## config.mk

```make
export PLATFORM = sky130hd
export DESIGN_NAME = trap_redirect_delegation
export DESIGN_NICKNAME = d
export VERILOG_FILES = /design/src/rtl/core/trd_pkg.sv /design/src/rtl/core/trap_redirect_delegation.sv /design/src/rtl/core/trd_redirect.sv
export SDC_FILE = /design/constraint.sdc
export NUM_CORES = 1
export LEC_CHECK = 0
export BUFFER_PORTS_ARGS = -buffer_cell sky130_fd_sc_hd__buf_2
export CAP_MARGIN = 10
export CELL_PAD_IN_SITES_DETAIL_PLACEMENT = 0
export CELL_PAD_IN_SITES_GLOBAL_PLACEMENT = 1
export CORE_AREA = 3 3 279 281
export CTS_BUF_LIST = sky130_fd_sc_hd__clkbuf_4
export DETAILED_ROUTE_END_ITERATION = 16
export DIE_AREA = 0 0 282 284
export GPL_ROUTABILITY_DRIVEN = 1
export GPL_TIMING_DRIVEN = 0
export HOLD_SLACK_MARGIN = 0.02
export PLACE_DENSITY_LB_ADDON = 0.1
export SLEW_MARGIN = 20
export SYNTH_ARGS = -nofsm -noshare
export SYNTH_HDL_FRONTEND = slang
export SYNTH_SLANG_ARGS = --single-unit
```

## constraint.sdc

```tcl
create_clock -name clk -period 8.5 [get_ports clk]
set_clock_uncertainty 0.05 [all_clocks]
set_input_delay 1.7 -clock clk [delete_from_list [all_inputs] [get_ports clk]]
set_output_delay 1.7 -clock clk [all_outputs]
set_load 0.02 [all_outputs]
```

## src/rtl/core/trd_pkg.sv

```systemverilog
`timescale 1ns / 1ps
// ----------------------------------------------------------------------------
// trd_pkg
// shared types, field positions and register indexes for trap redirection
// ----------------------------------------------------------------------------
package trd_pkg;

  localparam int XLEN = 64;

  // privilege levels
  localparam logic [1:0] PRV_U = 2'd0;
  localparam logic [1:0] PRV_S = 2'd1;

  // mstatus / vsstatus bit positions
  localparam int ST_SIE       = 1;
  localparam int ST_SPIE      = 5;
  localparam int ST_SPP       = 8;
  localparam int ST_MPP_LO    = 11;
  localparam int ST_MPP_HI    = 12;
  localparam int ST_SPELP     = 23;
  localparam int ST_MPV       = 39;
  localparam int ST_MPELP     = 41;

  // hstatus bit positions
  localparam int HS_GVA  = 6;
  localparam int HS_SPV  = 7;
  localparam int HS_SPVP = 8;

  // configuration register indexes
  localparam int CFG_IDX_W = 2;
  typedef enum logic [CFG_IDX_W-1:0] {
    CFG_HYP_DELEG  = 2'd0,
    CFG_S_VECTOR   = 2'd1,
    CFG_VS_VECTOR  = 2'd2,
    CFG_LPAD_EN    = 2'd3
  } trd_cfg_idx_t;

  // result codes
  localparam logic RES_REDIRECTED  = 1'b0;
  localparam logic RES_UNSUPPORTED = 1'b1;

  // stream packing
  localparam int IN_DATA_W  = 6 * XLEN;
  localparam int IN_USER_W  = 2;
  localparam int OUT_DATA_W = 4 * XLEN;
  localparam int OUT_USER_W = 2;

  typedef struct packed {
    logic [XLEN-1:0] hyp_deleg_mask;
    logic [XLEN-1:0] s_vector_base;
    logic [XLEN-1:0] vs_vector_base;
    logic            landing_pad_enable;
  } trd_cfg_t;

  typedef struct packed {
    logic [XLEN-1:0] status_in;
    logic [XLEN-1:0] epc_in;
    logic [XLEN-1:0] cause_code;
    logic [XLEN-1:0] trap_value;
    logic [XLEN-1:0] trap_value2;
    logic [XLEN-1:0] trap_inst;
    logic            guest_va;
    logic            from_virt;
  } trd_item_t;

  typedef struct packed {
    logic [XLEN-1:0] hyp_status;
    logic [XLEN-1:0] vsup_status;
  } trd_state_t;

  typedef struct packed {
    logic            result_code;
    logic [XLEN-1:0] status_out;
    logic [XLEN-1:0] epc_out;
    logic            to_virt;
    logic [XLEN-1:0] hyp_status_out;
    logic [XLEN-1:0] vs_status_out;
  } trd_result_t;

  // state update request from the redirect logic
  typedef struct packed {
    logic       commit;
    trd_state_t state;
  } trd_update_t;

endpackage

```

## src/rtl/core/trap_redirect_delegation.sv

```systemverilog
`timescale 1ns / 1ps
// ----------------------------------------------------------------------------
// trap_redirect_delegation
// forwards an m-mode trap to hs-mode or vs-mode using hedeleg (rv64, native h)
// ----------------------------------------------------------------------------
// Each input beat carries one trap taken into M-mode; one output beat comes
// back for it. A trap whose saved MPP is M or reserved returns result code 1
// with mstatus and mepc unchanged and no csr update. Otherwise it is sent to
// VS-mode when it came from virtual mode and its cause is a delegated
// exception below 64, else to HS-mode; the new mepc is the matching vector
// base. A trap passes through the input register and then the result register,
// from which its result beat is offered. One trap is accepted every cycle
// while the result stream does not stall; the figure is set by the
// hstatus/vsstatus images, which are updated in the same cycle a trap moves
// from the input register to the result register, so the next trap already
// sees them. Configuration writes are meant for idle periods only.
// ----------------------------------------------------------------------------
module trap_redirect_delegation import trd_pkg::*; (
  input  logic                   clk,
  input  logic                   rst,

  // configuration write port
  input  logic                   wr_en,
  input  logic [CFG_IDX_W-1:0]   wr_index,
  input  logic [XLEN-1:0]        wr_data,

  // trap input stream
  input  logic                   s_tvalid,
  output logic                   s_tready,
  // status_in, epc_in, cause_code, trap_value, trap_value2, trap_inst
  input  logic [IN_DATA_W-1:0]   s_tdata,
  // guest_va, from_virt
  input  logic [IN_USER_W-1:0]   s_tuser,

  // redirect result stream
  output logic                   m_tvalid,
  input  logic                   m_tready,
  // status_out, epc_out, hyp_status_out, vs_status_out
  output logic [OUT_DATA_W-1:0]  m_tdata,
  // result_code, to_virt
  output logic [OUT_USER_W-1:0]  m_tuser
);

  trd_cfg_t    cfg;
  trd_state_t  cur;
  trd_item_t   item;
  logic        item_valid;
  trd_result_t res;
  trd_result_t res_q;
  trd_update_t upd;
  logic        res_valid;
  logic        advance;

  // the input register moves on whenever the result register is free or drains
  assign advance  = !res_valid || m_tready;
  assign s_tready = !item_valid || advance;

  // configuration registers
  always_ff @(posedge clk) begin
    if (rst) begin
      cfg <= '0;
    end else if (wr_en) begin
      unique case (trd_cfg_idx_t'(wr_index))
        CFG_HYP_DELEG: cfg.hyp_deleg_mask     <= wr_data;
        CFG_S_VECTOR:  cfg.s_vector_base      <= wr_data;
        CFG_VS_VECTOR: cfg.vs_vector_base     <= wr_data;
        CFG_LPAD_EN:   cfg.landing_pad_enable <= wr_data[0];
        default: ;
      endcase
    end
  end

  // input register
  always_ff @(posedge clk) begin
    if (rst) begin
      item_valid <= 1'b0;
    end else if (s_tready) begin
      item_valid <= s_tvalid;
    end
  end

  always_ff @(posedge clk) begin
    if (s_tready && s_tvalid) begin
      item.status_in   <= s_tdata[0*XLEN +: XLEN];
      item.epc_in      <= s_tdata[1*XLEN +: XLEN];
      item.cause_code  <= s_tdata[2*XLEN +: XLEN];
      item.trap_value  <= s_tdata[3*XLEN +: XLEN];
      item.trap_value2 <= s_tdata[4*XLEN +: XLEN];
      item.trap_inst   <= s_tdata[5*XLEN +: XLEN];
      item.guest_va    <= s_tuser[0];
      item.from_virt   <= s_tuser[1];
    end
  end

  trd_redirect u_redirect (
    .item (item),
    .cfg  (cfg),
    .cur  (cur),
    .res  (res),
    .upd  (upd)
  );

  // hstatus and vsstatus images, committed as the trap leaves the input stage
  always_ff @(posedge clk) begin
    if (rst) begin
      cur <= '0;
    end else if (advance && item_valid && upd.commit) begin
      cur <= upd.state;
    end
  end

  // result register
  always_ff @(posedge clk) begin
    if (rst) begin
      res_valid <= 1'b0;
    end else if (advance) begin
      res_valid <= item_valid;
    end
  end

  always_ff @(posedge clk) begin
    if (advance && item_valid) begin
      res_q <= res;
    end
  end

  assign m_tvalid = res_valid;
  assign m_tdata  = {res_q.vs_status_out, res_q.hyp_status_out,
                     res_q.epc_out, res_q.status_out};
  assign m_tuser  = {res_q.to_virt, res_q.result_code};

endmodule

```

## src/rtl/core/trd_redirect.sv

```systemverilog
`timescale 1ns / 1ps
// ----------------------------------------------------------------------------
// trd_redirect
// combinational trap delegation decision and csr image update
// ----------------------------------------------------------------------------
module trd_redirect import trd_pkg::*; (
  input  trd_item_t   item,
  input  trd_cfg_t    cfg,
  input  trd_state_t  cur,
  output trd_result_t res,
  output trd_update_t upd
);

  logic [1:0]      pmode;
  logic            unsupported;
  logic            prev_s;
  logic            elp;
  logic            small_cause;
  logic            nvirt;
  logic [XLEN-1:0] st;
  logic [XLEN-1:0] h;
  logic [XLEN-1:0] vs;

  always_comb begin
    pmode       = item.status_in[ST_MPP_HI:ST_MPP_LO];
    unsupported = (pmode != PRV_S) && (pmode != PRV_U);
    prev_s      = (pmode == PRV_S);
    elp         = cfg.landing_pad_enable & item.status_in[ST_MPELP];
    small_cause = (item.cause_code[XLEN-1:$clog2(XLEN)] == '0);
    nvirt       = item.from_virt && small_cause &&
                  cfg.hyp_deleg_mask[item.cause_code[$clog2(XLEN)-1:0]];

    st = item.status_in;
    if (cfg.landing_pad_enable) begin
      st[ST_MPELP] = 1'b0;
    end
    st[ST_MPV]              = nvirt;
    st[ST_MPP_HI:ST_MPP_LO] = PRV_S;

    // hstatus only changes on the hs path
    h = cur.hyp_status;
    if (!nvirt) begin
      if (item.from_virt) begin
        h[HS_SPVP] = prev_s;
      end
      h[HS_SPV] = item.from_virt;
      h[HS_GVA] = item.guest_va;
    end

    vs = cur.vsup_status;
    if (nvirt) begin
      if (elp) begin
        vs[ST_SPELP] = 1'b1;
      end
      vs[ST_SPP]  = prev_s;
      vs[ST_SPIE] = vs[ST_SIE];
      vs[ST_SIE]  = 1'b0;
    end else begin
      st[ST_SPP]  = prev_s;
      st[ST_SPIE] = st[ST_SIE];
      st[ST_SIE]  = 1'b0;
      if (elp) begin
        st[ST_SPELP] = 1'b1;
      end
    end

    if (unsupported) begin
      res.result_code    = RES_UNSUPPORTED;
      res.status_out     = item.status_in;
      res.epc_out        = item.epc_in;
      res.to_virt        = 1'b0;
      res.hyp_status_out = cur.hyp_status;
      res.vs_status_out  = cur.vsup_status;
    end else begin
      res.result_code    = RES_REDIRECTED;
      res.status_out     = st;
      res.epc_out        = nvirt ? cfg.vs_vector_base : cfg.s_vector_base;
      res.to_virt        = nvirt;
      res.hyp_status_out = h;
      res.vs_status_out  = vs;
    end

    upd.commit            = !unsupported;
    upd.state.hyp_status  = h;
    upd.state.vsup_status = vs;
  end

endmodule

```

==> flow_metrics.tcl <==
set metrics [dict create \
    ys_ff_latch 533 \
    grt_usage 0.155 \
    core_area_mm2 0.0757 \
    h-tree-depth 4 \
    rsz0062_at_grt "no" \
    slew_headroom 0.278 \
    grt_pass1_vias 14819 \
    hold_slack_ps 361 \
    crit_buf_inv 2 \
    met2_usage 0.255 \
    pwr_density_cell_mw_per_mm2 228 \
    fmax_mhz 247 \
    dieArea_mm2 0.0801 \
    status "completed" \
    met1_usage 0.184 \
    design_area_mm2 0.0260 \
    dp.cells 3154 \
    clk_pin_slew_worst_paths_ps 60 \
    finalSetupViolCount 0 \
    cts-buffers-inserted 155 \
    cpLargestDelayFamily "simple AND/OR/NAND/NOR gates" \
    busiest_layer "met2" \
    die_w_um 282 \
    synth_top_family_by_area "simple AND/OR/NAND/NOR gates" \
    routedWlPerCell_um 18.2 \
    finalCritPeriodShare 0.476 \
    synth_area_mm2 0.0200 \
    synth-simple-area-share 0.104 \
    yosys.area_share.adder 0 \
    stdcell_count 3452 \
    vias 14290 \
    synth_edf_count 331 \
    io_pins 717 \
    crit_top_cell "nor4_1" \
    cts.root.buffer_cell "clkbuf_4" \
    ir_drop_v 0.0000777 \
    grt_overflow_total 0 \
    dr.pass1.iters 5 \
    ys_dominant_reg_cell "edfxtp_1" \
    cp-end-kind "register" \
    rows 101 \
    synth_mux_area_frac 0.0554 \
    nets 2790 \
    cts_sinks 533 \
    post_cts_buffers 0 \
    cap_violations 0 \
    drt_iter0_drc 656 \
    vias_per_cell 4.14 \
    grt_pass1_wl_mm 91.8 \
    place_area_mm2 0.0238 \
    path_depth 9 \
    syn_avg_cell_area_um2 12.1 \
    clk_latency_ps 950 \
    r2r_start "item[208]" \
    final_util 0.344 \
    initial_core_util 0.264 \
    start_kind "register" \
    drc 0 \
    ant_nets 0 \
    r2r_cells 9 \
    crit_required_ps 9120 \
    slowest_delay_ps 880 \
    cp_slowest_cell "nor4_1" \
    ys_types 42 \
    r2r-end "m_tdata[107]" \
    cts_tree "done" \
    drv_slew 0 \
    grt_max_degree 72 \
    worstMarginPinSlew_ps 1080 \
    gp_congestion 0.745 \
    hold_violations 0 \
    rrSetupSlack_ps 4450 \
    min_from "item[370]" \
    grt_util_met3 0.0528 \
    worstPathMaxFanout 10 \
    die_h_um 284 \
    cts_max_path_buffers 3 \
    seq_area_frac_synth 0.700 \
    cts_hold_buffers 0 \
    whs_endpoint "m_tdata[48]" \
    synthXorXnorAreaFrac 0 \
    min_delay_path_depth 0 \
    crit_chain "nor4_1 > nand4_1 > nor4_1 > o311ai_2 > nor3b_2 > buf_6 > buf_4 > mux2i_1 > o21ai_0" \
    dp_hpwl_mm 45.9 \
    leakagePower_nw 10.1 \
    synth-async-reset-ratio 0 \
    synth_compound_area_frac 0.0737 \
    antenna_found_initial 27 \
    numPortBuffers 403 \
    critical_path_class "reg -> reg" \
    ys.warnings.count 0 \
    synthCells 1646 \
    syn_to_final_growth_pct 30.2 \
    drive_above_1_share 0.341 \
    hold_class "reg -> reg" \
    cts_resized 0 \
    min_period_ps 4050 \
    wirelength_mm 62.8 \
    cp.arrival_ps 4670 \
]
==> report_power, final <==
| group | total (W) | internal [W] | switching (W) |
|---|---|---|---|
| Clock | 0.00256 | 0.00143 | 0.00113 |
| Sequential | 0.00292 | 0.00288 | 0.0000376 |
| Combinational | 0.000455 | 0.000161 | 0.000294 |
| Total | 0.00593 | 0.00447 | 0.00146 |
==> area by class of cell <==
| cell class | count | area [um2] |
|---|---|---|
| clock inverter | 34 | 268 |
| fill | 7823 | 49700 |
| buffer | 215 | 1310 |
| tap | 978 | 1220 |
| timing repair buffer | 410 | 2170 |
| inverter | 4 | 22.5 |
| clock buffer | 246 | 1850 |
| sequential | 533 | 14000 |
| multi-input combinational | 1014 | 5130 |
| antenna | 18 | 45.0 |
==> Yosys cell counts (all sizes together), types with 6 or more instances <==
library cell | instances | area share
a21oi | 199 | 0.050
buf | 135 | 0.050
clkbuf | 80 | 0.015
dfxtp | 202 | 0.20
edfxtp | 331 | 0.50
mux2 | 7 | 0.0039
mux2i | 69 | 0.035
mux4 | 15 | 0.017
nand2 | 452 | 0.085
nand3 | 7 | 0.0018
nor2 | 17 | 0.0033
nor2b | 6 | 0.0019
nor4 | 15 | 0.0047
o21ai | 66 | 0.017
==> through the flow <==
| stage | setup TNS [ps] | total power [W] | worst slack [ps] |
|---|---|---|---|
| finish | 0 | 0.00593 | 4450 |
| floorplan | 0 | 0.00324 | 1460 |
| global placement | -195670 | 0.00344 | -1050 |
| global route | 0 | 0.00628 | 4120 |
| detailed placement | 0 | 0.00344 | 4140 |
| CTS | 0 | 0.00608 | 4160 |
==> worst register-to-register path: stages, from the launching register on <==
cell	delay, ps
edfxtp_1	360
nor4_1	350
nand4_1	180
nor4_1	880
o311ai_2	370
nor3b_2	640
buf_6	300
buf_4	280
mux2i_1	290
o21ai_0	110
==> state kept, by name, summed over array words and instances (netlist names) <==
signal      cells
m_tvalid        1
item_valid      1
cur             7
cfg           193
m_tuser         2
item          194
m_tdata       135
==> cell families (layout without fill, tap and decap cells) <==
| logic type | Yosys count | in the layout |
|---|---|---|
| buf+inv | 219 | 909 |
| flops | 533 | 533 |
| compound gates | 282 | 282 |
| other cells | 1 | 139 |
| mux | 91 | 91 |
| simple gates | 520 | 520 |
==> worst max path at each step <==
stage / start / endpoint / slack [ps]
2_1_floorplan: m_tready / item[0] / 1460
3_3_place_gp: m_tready / item[305] / -1050
3_5_place_dp: item[208] / m_tdata[107] / 4140
4_1_cts: item[208] / m_tdata[107] / 4160
5_1_grt: item[211] / m_tdata[101] / 4120
6_report: item[208] / m_tdata[107] / 4450
==> per-layer routing <==
metal | share of wire | vias up
met2 | 0.49 | 446
li1 | - | 6991
met4 | 0.026 | 22
met3 | 0.070 | 144
met5 | 0.0021 | -
met1 | 0.41 | 6687
==> cells in the final DEF, fill, tap and decap left out, types with 3 or more instances in the layout <==
cell,synthesis,routed
nand4_1,3,3
bufinv_16,0,4
clkinvlp_4,0,4
edfxtp_1,331,331
mux4_2,15,15
diode_2,0,18
conb_1,1,121
a21oi_1,199,199
inv_1,4,3
buf_16,0,3
nor4_1,15,15
dfxtp_1,202,202
buf_2,5,408
clkinv_1,0,21
nand2b_1,5,5
mux2i_1,69,69
nand3_1,7,7
nor2_1,16,15
o21ai_0,66,66
clkbuf_1,80,78
nand3b_1,3,3
nand2_1,452,452
clkbuf_4,0,246
a22oi_1,5,5
mux2_2,7,7
buf_6,3,3
buf_4,126,126
nor2b_1,6,6
(Power assumes the default switching activity.)
